`config.mk`:
```
export PLATFORM = sky130hd
export DESIGN_NAME = incremental_deadlock_detector_flat
export DESIGN_NICKNAME = d
export VERILOG_FILES = /design/src/rtl/idd_pkg.sv /design/src/rtl/idd_edge_if.sv /design/src/rtl/idd_result_if.sv /design/src/rtl/incremental_deadlock_detector.sv /design/src/rtl/idd_ctrl.sv /design/src/rtl/idd_datapath.sv /design/src/flat_wrapper.sv
export SDC_FILE = /design/constraint.sdc
export NUM_CORES = 2
export LEC_CHECK = 0
export BUFFER_PORTS_ARGS = -buffer_cell sky130_fd_sc_hd__buf_2
export CAP_MARGIN = 20
export CORE_UTILIZATION = 50
export CTS_BUF_LIST = sky130_fd_sc_hd__clkbuf_8
export CTS_CLUSTER_SIZE = 25
export DETAILED_ROUTE_END_ITERATION = 16
export PLACE_DENSITY = 0.72
export SLEW_MARGIN = 0
export SYNTH_ARGS = -nofsm -noshare
export SYNTH_HDL_FRONTEND = slang
export SYNTH_SLANG_ARGS = --single-unit
```
`constraint.sdc`:
```
create_clock -name clk_i -period 3.9 [get_ports clk_i]
set_input_delay 0.585 -clock clk_i [delete_from_list [all_inputs] [get_ports clk_i]]
set_output_delay 0.585 -clock clk_i [all_outputs]
set_load 0.1 [all_outputs]
```
`src/rtl/idd_pkg.sv`:
```
// Shared types and constants for the incremental deadlock detector.
// No dependencies; every other file of the block imports this package.
package idd_pkg;

  localparam int unsigned PROCS_DEF  = 32;
  localparam int unsigned RES_DEF    = 32;

  localparam int unsigned PROC_W     = 5;
  localparam int unsigned RES_W      = 5;
  localparam int unsigned IDX_W      = 16;
  localparam logic [IDX_W-1:0] IDX_MAX = '1;

  localparam logic DIR_REQUEST = 1'b0;
  localparam logic DIR_ASSIGN  = 1'b1;

  typedef enum logic [1:0] {
    S_IDLE,
    S_PEEL,
    S_SCAN,
    S_CLEAR
  } idd_state_e;

  // Controller to datapath
  typedef struct packed {
    logic store_arc;  // store the edge, count it, restart peeling
    logic peel;       // run one peeling round
    logic emit;       // load a deadlocked process into the output register
    logic emit_clear; // load the no-deadlock result
    logic advance;    // step the scan index
  } idd_cmd_t;

  // Datapath to controller
  typedef struct packed {
    logic changed;    // peeling round altered the live sets
    logic live_any;   // at least one live process
    logic cur_live;   // process under the scan index is live
    logic rest_empty; // no other live process besides the one under the index
    logic out_free;   // output register can take a result this cycle
  } idd_status_t;

endpackage

```
`src/rtl/idd_edge_if.sv`:
```
// Edge channel: one graph edge per request, valid/ready handshake.
// Depends on idd_pkg for the field widths.
interface idd_edge_if;
  import idd_pkg::*;

  logic              valid;
  logic              ready;
  logic [PROC_W-1:0] proc_num;
  logic [RES_W-1:0]  res_num;
  logic              direction;

  modport source (output valid, proc_num, res_num, direction, input ready);
  modport sink   (input valid, proc_num, res_num, direction, output ready);
endinterface

```
`src/rtl/idd_result_if.sv`:
```
// Result channel: one deadlocked process (or the all-clear) per request.
// Depends on idd_pkg for the field widths.
interface idd_result_if;
  import idd_pkg::*;

  logic              valid;
  logic              ready;
  logic              deadlock;
  logic [PROC_W-1:0] stuck_proc;
  logic [IDX_W-1:0]  edge_index;
  logic              last;

  modport source (output valid, deadlock, stuck_proc, edge_index, last, input ready);
  modport sink   (input valid, deadlock, stuck_proc, edge_index, last, output ready);
endinterface

```
`src/rtl/incremental_deadlock_detector.sv`:
```
// Incremental deadlock detector over a resource-allocation graph.
// An edge is accepted, then peeling rounds run one per cycle until a round changes nothing,
// then a scan reports each live process (or the all-clear); output stalls hold either.
// The next edge is taken only once the last result sits in the output register.
// Reset (asynchronous, active low) clears both matrices and the edge counter at once.
module incremental_deadlock_detector #(
  parameter int unsigned PROCS     = idd_pkg::PROCS_DEF,
  parameter int unsigned RESOURCES = idd_pkg::RES_DEF
) (
  input  logic          clk_i,
  input  logic          rst_ni,
  idd_edge_if.sink      edge_i,
  idd_result_if.source  result_o
);
  import idd_pkg::*;

  idd_cmd_t    cmd;
  idd_status_t status;

  idd_ctrl u_ctrl (
    .clk_i        (clk_i),
    .rst_ni       (rst_ni),
    .edge_valid_i (edge_i.valid),
    .edge_ready_o (edge_i.ready),
    .status_i     (status),
    .cmd_o        (cmd)
  );

  idd_datapath #(
    .PROCS     (PROCS),
    .RESOURCES (RESOURCES)
  ) u_datapath (
    .clk_i          (clk_i),
    .rst_ni         (rst_ni),
    .cmd_i          (cmd),
    .status_o       (status),
    .edge_proc_i    (edge_i.proc_num),
    .edge_res_i     (edge_i.res_num),
    .edge_dir_i     (edge_i.direction),
    .out_valid_o    (result_o.valid),
    .out_ready_i    (result_o.ready),
    .out_deadlock_o (result_o.deadlock),
    .out_stuck_o    (result_o.stuck_proc),
    .out_index_o    (result_o.edge_index),
    .out_last_o     (result_o.last)
  );

endmodule

```
`src/rtl/idd_ctrl.sv`:
```
// Controller of the deadlock detector: accept, peel to a fixed point, report.
// Depends on idd_pkg; drives the datapath through idd_cmd_t only.
module idd_ctrl (
  input  logic                clk_i,
  input  logic                rst_ni,
  input  logic                edge_valid_i,
  output logic                edge_ready_o,
  input  idd_pkg::idd_status_t status_i,
  output idd_pkg::idd_cmd_t   cmd_o
);
  import idd_pkg::*;

  idd_state_e state_q, state_d;

  always_ff @(posedge clk_i or negedge rst_ni) begin
    if (!rst_ni) begin
      state_q <= S_IDLE;
    end else begin
      state_q <= state_d;
    end
  end

  always_comb begin
    state_d = state_q;
    case (state_q)
      S_IDLE: begin
        if (edge_valid_i) begin
          state_d = S_PEEL;
        end
      end
      S_PEEL: begin
        if (!status_i.changed) begin
          state_d = status_i.live_any ? S_SCAN : S_CLEAR;
        end
      end
      S_SCAN: begin
        if (status_i.cur_live && status_i.out_free && status_i.rest_empty) begin
          state_d = S_IDLE;
        end
      end
      S_CLEAR: begin
        if (status_i.out_free) begin
          state_d = S_IDLE;
        end
      end
      default: state_d = S_IDLE;
    endcase
  end

  always_comb begin
    cmd_o        = '0;
    edge_ready_o = 1'b0;
    case (state_q)
      S_IDLE: begin
        edge_ready_o    = 1'b1;
        cmd_o.store_arc = edge_valid_i;
      end
      S_PEEL: begin
        cmd_o.peel = 1'b1;
      end
      S_SCAN: begin
        // skip dead processes at once; a live one waits for the output slot
        if (!status_i.cur_live) begin
          cmd_o.advance = 1'b1;
        end else if (status_i.out_free) begin
          cmd_o.emit    = 1'b1;
          cmd_o.advance = !status_i.rest_empty;
        end
      end
      S_CLEAR: begin
        cmd_o.emit_clear = status_i.out_free;
      end
      default: ;
    endcase
  end

  a_scan_has_live: assert property (@(posedge clk_i) disable iff (!rst_ni)
    (state_q == S_SCAN) |-> status_i.live_any)
    else $error("scan running with no live process");

  a_clear_no_live: assert property (@(posedge clk_i) disable iff (!rst_ni)
    (state_q == S_CLEAR) |-> !status_i.live_any)
    else $error("all-clear pending while a process is live");

  a_scan_ends_on_last: assert property (@(posedge clk_i) disable iff (!rst_ni)
    (state_q == S_SCAN && state_d == S_IDLE) |-> (cmd_o.emit && status_i.rest_empty))
    else $error("scan left without emitting the final process");

endmodule

```
`src/rtl/idd_datapath.sv`:
```
// Datapath of the deadlock detector: adjacency matrices, live sets,
// peeling round, scan index, edge counter and the output register. Uses idd_pkg.
module idd_datapath #(
  parameter int unsigned PROCS     = idd_pkg::PROCS_DEF,
  parameter int unsigned RESOURCES = idd_pkg::RES_DEF
) (
  input  logic                             clk_i,
  input  logic                             rst_ni,
  input  idd_pkg::idd_cmd_t                cmd_i,
  output idd_pkg::idd_status_t             status_o,
  input  logic [idd_pkg::PROC_W-1:0]       edge_proc_i,
  input  logic [idd_pkg::RES_W-1:0]        edge_res_i,
  input  logic                             edge_dir_i,
  output logic                             out_valid_o,
  input  logic                             out_ready_i,
  output logic                             out_deadlock_o,
  output logic [idd_pkg::PROC_W-1:0]       out_stuck_o,
  output logic [idd_pkg::IDX_W-1:0]        out_index_o,
  output logic                             out_last_o
);
  import idd_pkg::*;

  localparam int unsigned PW = $clog2(PROCS);
  localparam int unsigned RW = $clog2(RESOURCES);

  logic [RESOURCES-1:0] req_q [PROCS];      // row p: resources process p waits on
  logic [PROCS-1:0]     asg_q [RESOURCES];  // row r: processes holding resource r
  logic [PROCS-1:0]     live_p_q, np;
  logic [RESOURCES-1:0] live_r_q, nr;
  logic [PW-1:0]        scan_q;
  logic [IDX_W-1:0]     cnt_q, idx_q;
  logic                 out_valid_q, out_valid_d;
  logic                 out_dl_q, out_last_q;
  logic [PROC_W-1:0]    out_stuck_q;
  logic [IDX_W-1:0]     out_idx_q;
  logic                 in_range;
  logic [PW-1:0]        wr_p;
  logic [RW-1:0]        wr_r;
  logic [PROCS-1:0]     scan_sel;
  logic                 out_free;

  assign in_range = (32'(edge_proc_i) < 32'(PROCS)) && (32'(edge_res_i) < 32'(RESOURCES));
  assign wr_p     = PW'(edge_proc_i);
  assign wr_r     = RW'(edge_res_i);

  // One peeling round: processes first, then resources against the new process set
  always_comb begin
    for (int i = 0; i < PROCS; i++) begin
      np[i] = live_p_q[i] & (|(req_q[i] & live_r_q));
    end
    for (int j = 0; j < RESOURCES; j++) begin
      nr[j] = live_r_q[j] & (|(asg_q[j] & np));
    end
  end

  assign scan_sel = PROCS'(1) << scan_q;
  assign out_free = !out_valid_q || out_ready_i;

  assign status_o.changed    = (np != live_p_q) || (nr != live_r_q);
  assign status_o.live_any   = |live_p_q;
  assign status_o.cur_live   = live_p_q[scan_q];
  assign status_o.rest_empty = (live_p_q & ~scan_sel) == '0;
  assign status_o.out_free   = out_free;

  always_ff @(posedge clk_i or negedge rst_ni) begin
    if (!rst_ni) begin
      for (int i = 0; i < PROCS; i++) begin
        req_q[i] <= '0;
      end
      for (int j = 0; j < RESOURCES; j++) begin
        asg_q[j] <= '0;
      end
      cnt_q <= '0;
    end else if (cmd_i.store_arc) begin
      if (in_range) begin
        if (edge_dir_i == DIR_REQUEST) begin
          req_q[wr_p][wr_r] <= 1'b1;
        end else begin
          asg_q[wr_r][wr_p] <= 1'b1;
        end
      end
      if (cnt_q != IDX_MAX) begin
        cnt_q <= cnt_q + 1'b1;
      end
    end
  end

  // Live sets, scan index and captured edge index
  always_ff @(posedge clk_i or negedge rst_ni) begin
    if (!rst_ni) begin
      live_p_q <= '0;
      live_r_q <= '0;
      scan_q   <= '0;
      idx_q    <= '0;
    end else begin
      if (cmd_i.store_arc) begin
        live_p_q <= '1;
        live_r_q <= '1;
        scan_q   <= '0;
        idx_q    <= cnt_q;
      end else if (cmd_i.peel) begin
        live_p_q <= np;
        live_r_q <= nr;
      end else begin
        if (cmd_i.emit) begin
          live_p_q <= live_p_q & ~scan_sel;
        end
        if (cmd_i.advance) begin
          scan_q <= scan_q + 1'b1;
        end
      end
    end
  end

  always_comb begin
    out_valid_d = out_valid_q;
    if (cmd_i.emit || cmd_i.emit_clear) begin
      out_valid_d = 1'b1;
    end else if (out_ready_i) begin
      out_valid_d = 1'b0;
    end
  end

  always_ff @(posedge clk_i or negedge rst_ni) begin
    if (!rst_ni) begin
      out_valid_q <= 1'b0;
    end else begin
      out_valid_q <= out_valid_d;
    end
  end

  always_ff @(posedge clk_i) begin
    if (cmd_i.emit) begin
      out_dl_q    <= 1'b1;
      out_stuck_q <= PROC_W'(scan_q);
      out_idx_q   <= idx_q;
      out_last_q  <= (live_p_q & ~scan_sel) == '0;
    end else if (cmd_i.emit_clear) begin
      out_dl_q    <= 1'b0;
      out_stuck_q <= '0;
      out_idx_q   <= idx_q;
      out_last_q  <= 1'b1;
    end
  end

  assign out_valid_o    = out_valid_q;
  assign out_deadlock_o = out_dl_q;
  assign out_stuck_o    = out_stuck_q;
  assign out_index_o    = out_idx_q;
  assign out_last_o     = out_last_q;

  a_emit_live: assert property (@(posedge clk_i) disable iff (!rst_ni)
    cmd_i.emit |-> live_p_q[scan_q])
    else $error("emitting a process that is not live");

  a_peel_shrinks: assert property (@(posedge clk_i) disable iff (!rst_ni)
    cmd_i.peel |=> ((live_p_q & ~$past(live_p_q)) == '0))
    else $error("peeling revived a process");

  a_emit_slot_free: assert property (@(posedge clk_i) disable iff (!rst_ni)
    (cmd_i.emit || cmd_i.emit_clear) |-> out_free)
    else $error("result loaded over one not yet taken");

endmodule
```
`src/flat_wrapper.sv`:
```
// flat-port wrapper written by rule: the top's interface ports become plain ports
module incremental_deadlock_detector_flat import idd_pkg::*;
#(
  parameter int unsigned PROCS     = idd_pkg::PROCS_DEF,
  parameter int unsigned RESOURCES = idd_pkg::RES_DEF
)
  (clk_i, rst_ni, edge_i_valid, edge_i_proc_num, edge_i_res_num, edge_i_direction, edge_i_ready, result_o_valid, result_o_deadlock, result_o_stuck_proc, result_o_edge_index, result_o_last, result_o_ready);
  idd_edge_if edge_i_i ();
  idd_result_if result_o_i ();
  input  logic clk_i;
  input  logic rst_ni;
  input wire logic [$bits(edge_i_i.valid)-1:0] edge_i_valid;
  input wire logic [$bits(edge_i_i.proc_num)-1:0] edge_i_proc_num;
  input wire logic [$bits(edge_i_i.res_num)-1:0] edge_i_res_num;
  input wire logic [$bits(edge_i_i.direction)-1:0] edge_i_direction;
  output wire logic [$bits(edge_i_i.ready)-1:0] edge_i_ready;
  output wire logic [$bits(result_o_i.valid)-1:0] result_o_valid;
  output wire logic [$bits(result_o_i.deadlock)-1:0] result_o_deadlock;
  output wire logic [$bits(result_o_i.stuck_proc)-1:0] result_o_stuck_proc;
  output wire logic [$bits(result_o_i.edge_index)-1:0] result_o_edge_index;
  output wire logic [$bits(result_o_i.last)-1:0] result_o_last;
  input wire logic [$bits(result_o_i.ready)-1:0] result_o_ready;
  assign edge_i_i.valid = edge_i_valid;
  assign edge_i_i.proc_num = edge_i_proc_num;
  assign edge_i_i.res_num = edge_i_res_num;
  assign edge_i_i.direction = edge_i_direction;
  assign edge_i_ready = edge_i_i.ready;
  assign result_o_valid = result_o_i.valid;
  assign result_o_deadlock = result_o_i.deadlock;
  assign result_o_stuck_proc = result_o_i.stuck_proc;
  assign result_o_edge_index = result_o_i.edge_index;
  assign result_o_last = result_o_i.last;
  assign result_o_i.ready = result_o_ready;
  incremental_deadlock_detector #(.PROCS(PROCS), .RESOURCES(RESOURCES)) u_core (.clk_i(clk_i), .rst_ni(rst_ni), .edge_i(edge_i_i), .result_o(result_o_i));
endmodule
```
==> results.cfg <==
[detailed_routing]
wirelength_mm = 389.4
via_per_inst = 7.098
firstDrtPassIters = 7
drt-wirelength-per-cell_um = 36.67
drc_errors = 0
drt_iter0_markers = 12970
ant_nets = 0
vias = 75370

[critical_path]
path_cells = buf_12 -> buf_12 -> buf_4 -> a22oi_2 -> nand4_1 -> nor2_4 -> buf_12 -> buf_8 -> a21boi_4 -> buf_12 -> buf_6 -> a22oi_1 -> nand4_1 -> nor3_4 -> buf_4 -> nand3_2 -> nand4b_1 -> nor4b_4 -> a22o_1
crit_top_cell = buf_12
critical_path_class = reg2reg
worst_setup_path_end_kind = flop
worstPathArrival_ns = 5.25
cp_max_fo = 10
path_buf_inv = 8
r2r_slack_ns = -0.35
slowest_stage = dfrtp_2
critPathMaxStageDelay_ns = 0.43
cp_data_required_time_ns = 4.90
start_kind = flop
critical-path-top-delay-family = simple AND/OR/NAND/NOR gates

[cts]
tritoncts = done
root_buffer = clkbuf_8
cts_max_path_buffers = 4
clk_latency_ns = 1.10
htreeDepth = 5
clk_pin_slew_ns = 0.07
cts-buffers-inserted = 364
cts.sinks = 2175

[global_route]
antenna_found_initial = 27
grt_pass1_vias = 73990
grtUsageTotal_pct = 43.08
grt_max_degree = 144
grt_pass1_wl_mm = 548.1
grt-ovfl-total = 0

[final_layout]
n_fill_cell = 13290
final_nets = 8025
final_common_cell = dfrtp_1
regArea_mm2 = 0.05457
multi_input_area_mm2 = 0.03285
drive_gt1_share_pct = 24.66
most-common-layout-cells = 2120 x dfrtp_1, 1668 x a21o_1, 828 x buf_4
area_delta_synth_final_pct = 22.80

[floorplanning]
die_y_um = 421.8
start_util_pct = 50.52
die_w_um = 421.8
io_pins = 40
core_area_mm2 = 0.1744
fp-row-count = 153
dieArea_mm2 = 0.1779

[outcome]
violations = negative setup slack
status = complete, but fails checks

[logic_synthesis]
syn_area_mm2 = 0.08810
async_reset_ff_share_pct = 98.94
ys_seq_area_share_pct = 61.90
ys_ff_latch = 2175
ys.warnings.count = 0
synthesis.instances = 7193
synth_cell_types = 81
synth_area_per_cell_um2 = 12.25
syn-num-nets = 7215
synth_enable_flop_cells = 22
synth_ff_type = dfrtp_1

[timing]
slew_violations = 0
tightest_slew_ns = 1.188
slew_headroom_pct = 20.82
fin_skew_ns = 0.08440
setup_ws_ns = -0.3496
finalHoldViolations = 0
finalSetupViolCount = 9
fmax_ghz = 0.2353
min_period_over_period_pct = 109.0
fin_crit_ns = 4.250
grt_setup_unrepaired = yes
tns_ns = -1.327

[power]
p_leak_nw = 64.06
power_density_mw_per_mm2 = 482.6
irDropWorstVdd_v = 0.0004216

[placed_design]
gp_congestion = 1.078
portBuffers = 39
post-place-ws_ns = -0.8557
dp_hpwl_mm = 248.0

[worst_hold_path]
hold_class = in2reg

[run]
drv_cap = 0
==> path summary, 6_finish.rpt <==
| check | startpoint | endpoint | cells after the start |
|---|---|---|---|
| min in group asynchronous | rst_ni | u_core.u_datapath.req_q[232] | 2 |
| worst max register to register | u_core.u_datapath.live_r_q[18] | u_core.u_ctrl.state_q[1] | 19 |
| worst min register to register | u_core.u_datapath.asg_q[31] | u_core.u_datapath.asg_q[31] | 1 |
| worst max-delay path | u_core.u_datapath.live_r_q[18] | u_core.u_ctrl.state_q[1] | 19 |
| worst min-delay path | edge_i_valid | u_core.u_datapath.cnt_q[0] | 4 |
| max in group asynchronous | rst_ni | u_core.u_datapath.asg_q[530] | 3 |
==> tightest hold or removal path, cell delays in order <==
cell and delay [ns]:
buf_2 0.15, nand2_4 0.14, nor2_1 0.12, xor2_1 0.16
==> power breakdown <==
group	switching [mW]	internal, mW
Sequential	0.601	23.0
Clock	9.60	11.2
Combinational	5.20	2.67
Total	15.4	36.8
==> cell usage after synthesis, types with 23 or more instances <==
| library cell | count | area, µm² |
|---|---|---|
| buf_6 | 27 | 304.0 |
| a21o_1 | 1668 | 12520 |
| buf_2 | 123 | 615.6 |
| nor2_1 | 124 | 465.5 |
| nand4_1 | 137 | 857.1 |
| and4_1 | 32 | 280.3 |
| a2111oi_0 | 43 | 376.6 |
| dfrtp_1 | 2152 | 53850 |
| a22o_1 | 182 | 1594 |
| a21oi_1 | 140 | 700.7 |
| nand3_1 | 115 | 575.6 |
| inv_1 | 34 | 127.6 |
| nor3_1 | 43 | 215.2 |
| o21ai_0 | 42 | 210.2 |
| o211ai_1 | 23 | 172.7 |
| o21bai_1 | 384 | 2883 |
| nor4_1 | 45 | 281.5 |
| nand2_1 | 385 | 1445 |
| clkbuf_1 | 441 | 1655 |
| a221oi_1 | 178 | 1559 |
| a22oi_1 | 571 | 4287 |
| buf_4 | 29 | 217.7 |
==> layer usage <==
metal | track usage, % | wire length, µm | vias to the layer above | part of all wire (%)
met5 | 0.2957 | 194 | - | 0.050
met4 | 30.99 | 34720 | 16 | 8.9
met3 | 17.07 | 58340 | 1880 | 15
met2 | 58.80 | 157500 | 6679 | 40
met1 | 55.50 | 138600 | 38340 | 36
li1 | - | - | 28450 | -
==> area by class of cell <==
class | count | area share, %
sequential | 2175 | 50.44
multi-input combinational | 4356 | 30.36
timing repair buffer | 1072 | 9.568
clock buffer | 457 | 5.814
tap | 2325 | 2.689
clock inverter | 176 | 0.9576
inverter | 34 | 0.1180
antenna | 23 | 0.05320
==> through the flow <==
step	util, %	power, mW	std cells	hold slack (ns)	cell area, µm²
global placement	56.18	30.77	9850	0.4296	97970
CTS	61.25	51.40	10540	0.07122	106800
detailed placement	56.23	30.80	9854	0.4368	98060
floorplan	-	25.97	7193	0.2894	88100
global route	62.02	53.13	10610	0.1363	108200
finish	62.04	52.22	10620	0.1324	108200
==> flip-flops by register name, indices dropped and copies added (netlist names), 5 cells and up <==
name,flops
u_core.u_datapath.cnt_q,16
u_core.u_datapath.idx_q,16
u_core.u_datapath.live_r_q,32
u_core.u_datapath.out_stuck_o,5
u_core.u_datapath.req_q,1024
u_core.u_datapath.scan_q,5
u_core.u_datapath.out_index_o,16
u_core.u_datapath.live_p_q,32
u_core.u_datapath.asg_q,1024
==> cell families (layout without fill, tap and decap cells) <==
kind of cell / after synthesis / after routing / synth area share (%)
AOI/OAI and AO/OA: 3316 / 3316 / 28.54
DFF: 2175 / 2175 / 61.90
and+or+nand+nor: 1004 / 1004 / 5.691
buffers and inverters: 662 / 1739 / 3.349
xor gates and xnor gates: 16 / 16 / 0.1591
muxes: 13 / 13 / 0.2641
adders and majority gates: 7 / 7 / 0.09941
other: 0 / 23 / 0
==> what timing repair did <==
action,in CTS,in global routing
buffers inserted,52,48
hold endpoints to repair,78,0
gates resized for setup,194,142
setup endpoints to repair,24,19
hold buffers,2,0
pin swaps,77,90
gates cloned,0,6
(Power assumes the default switching activity.)
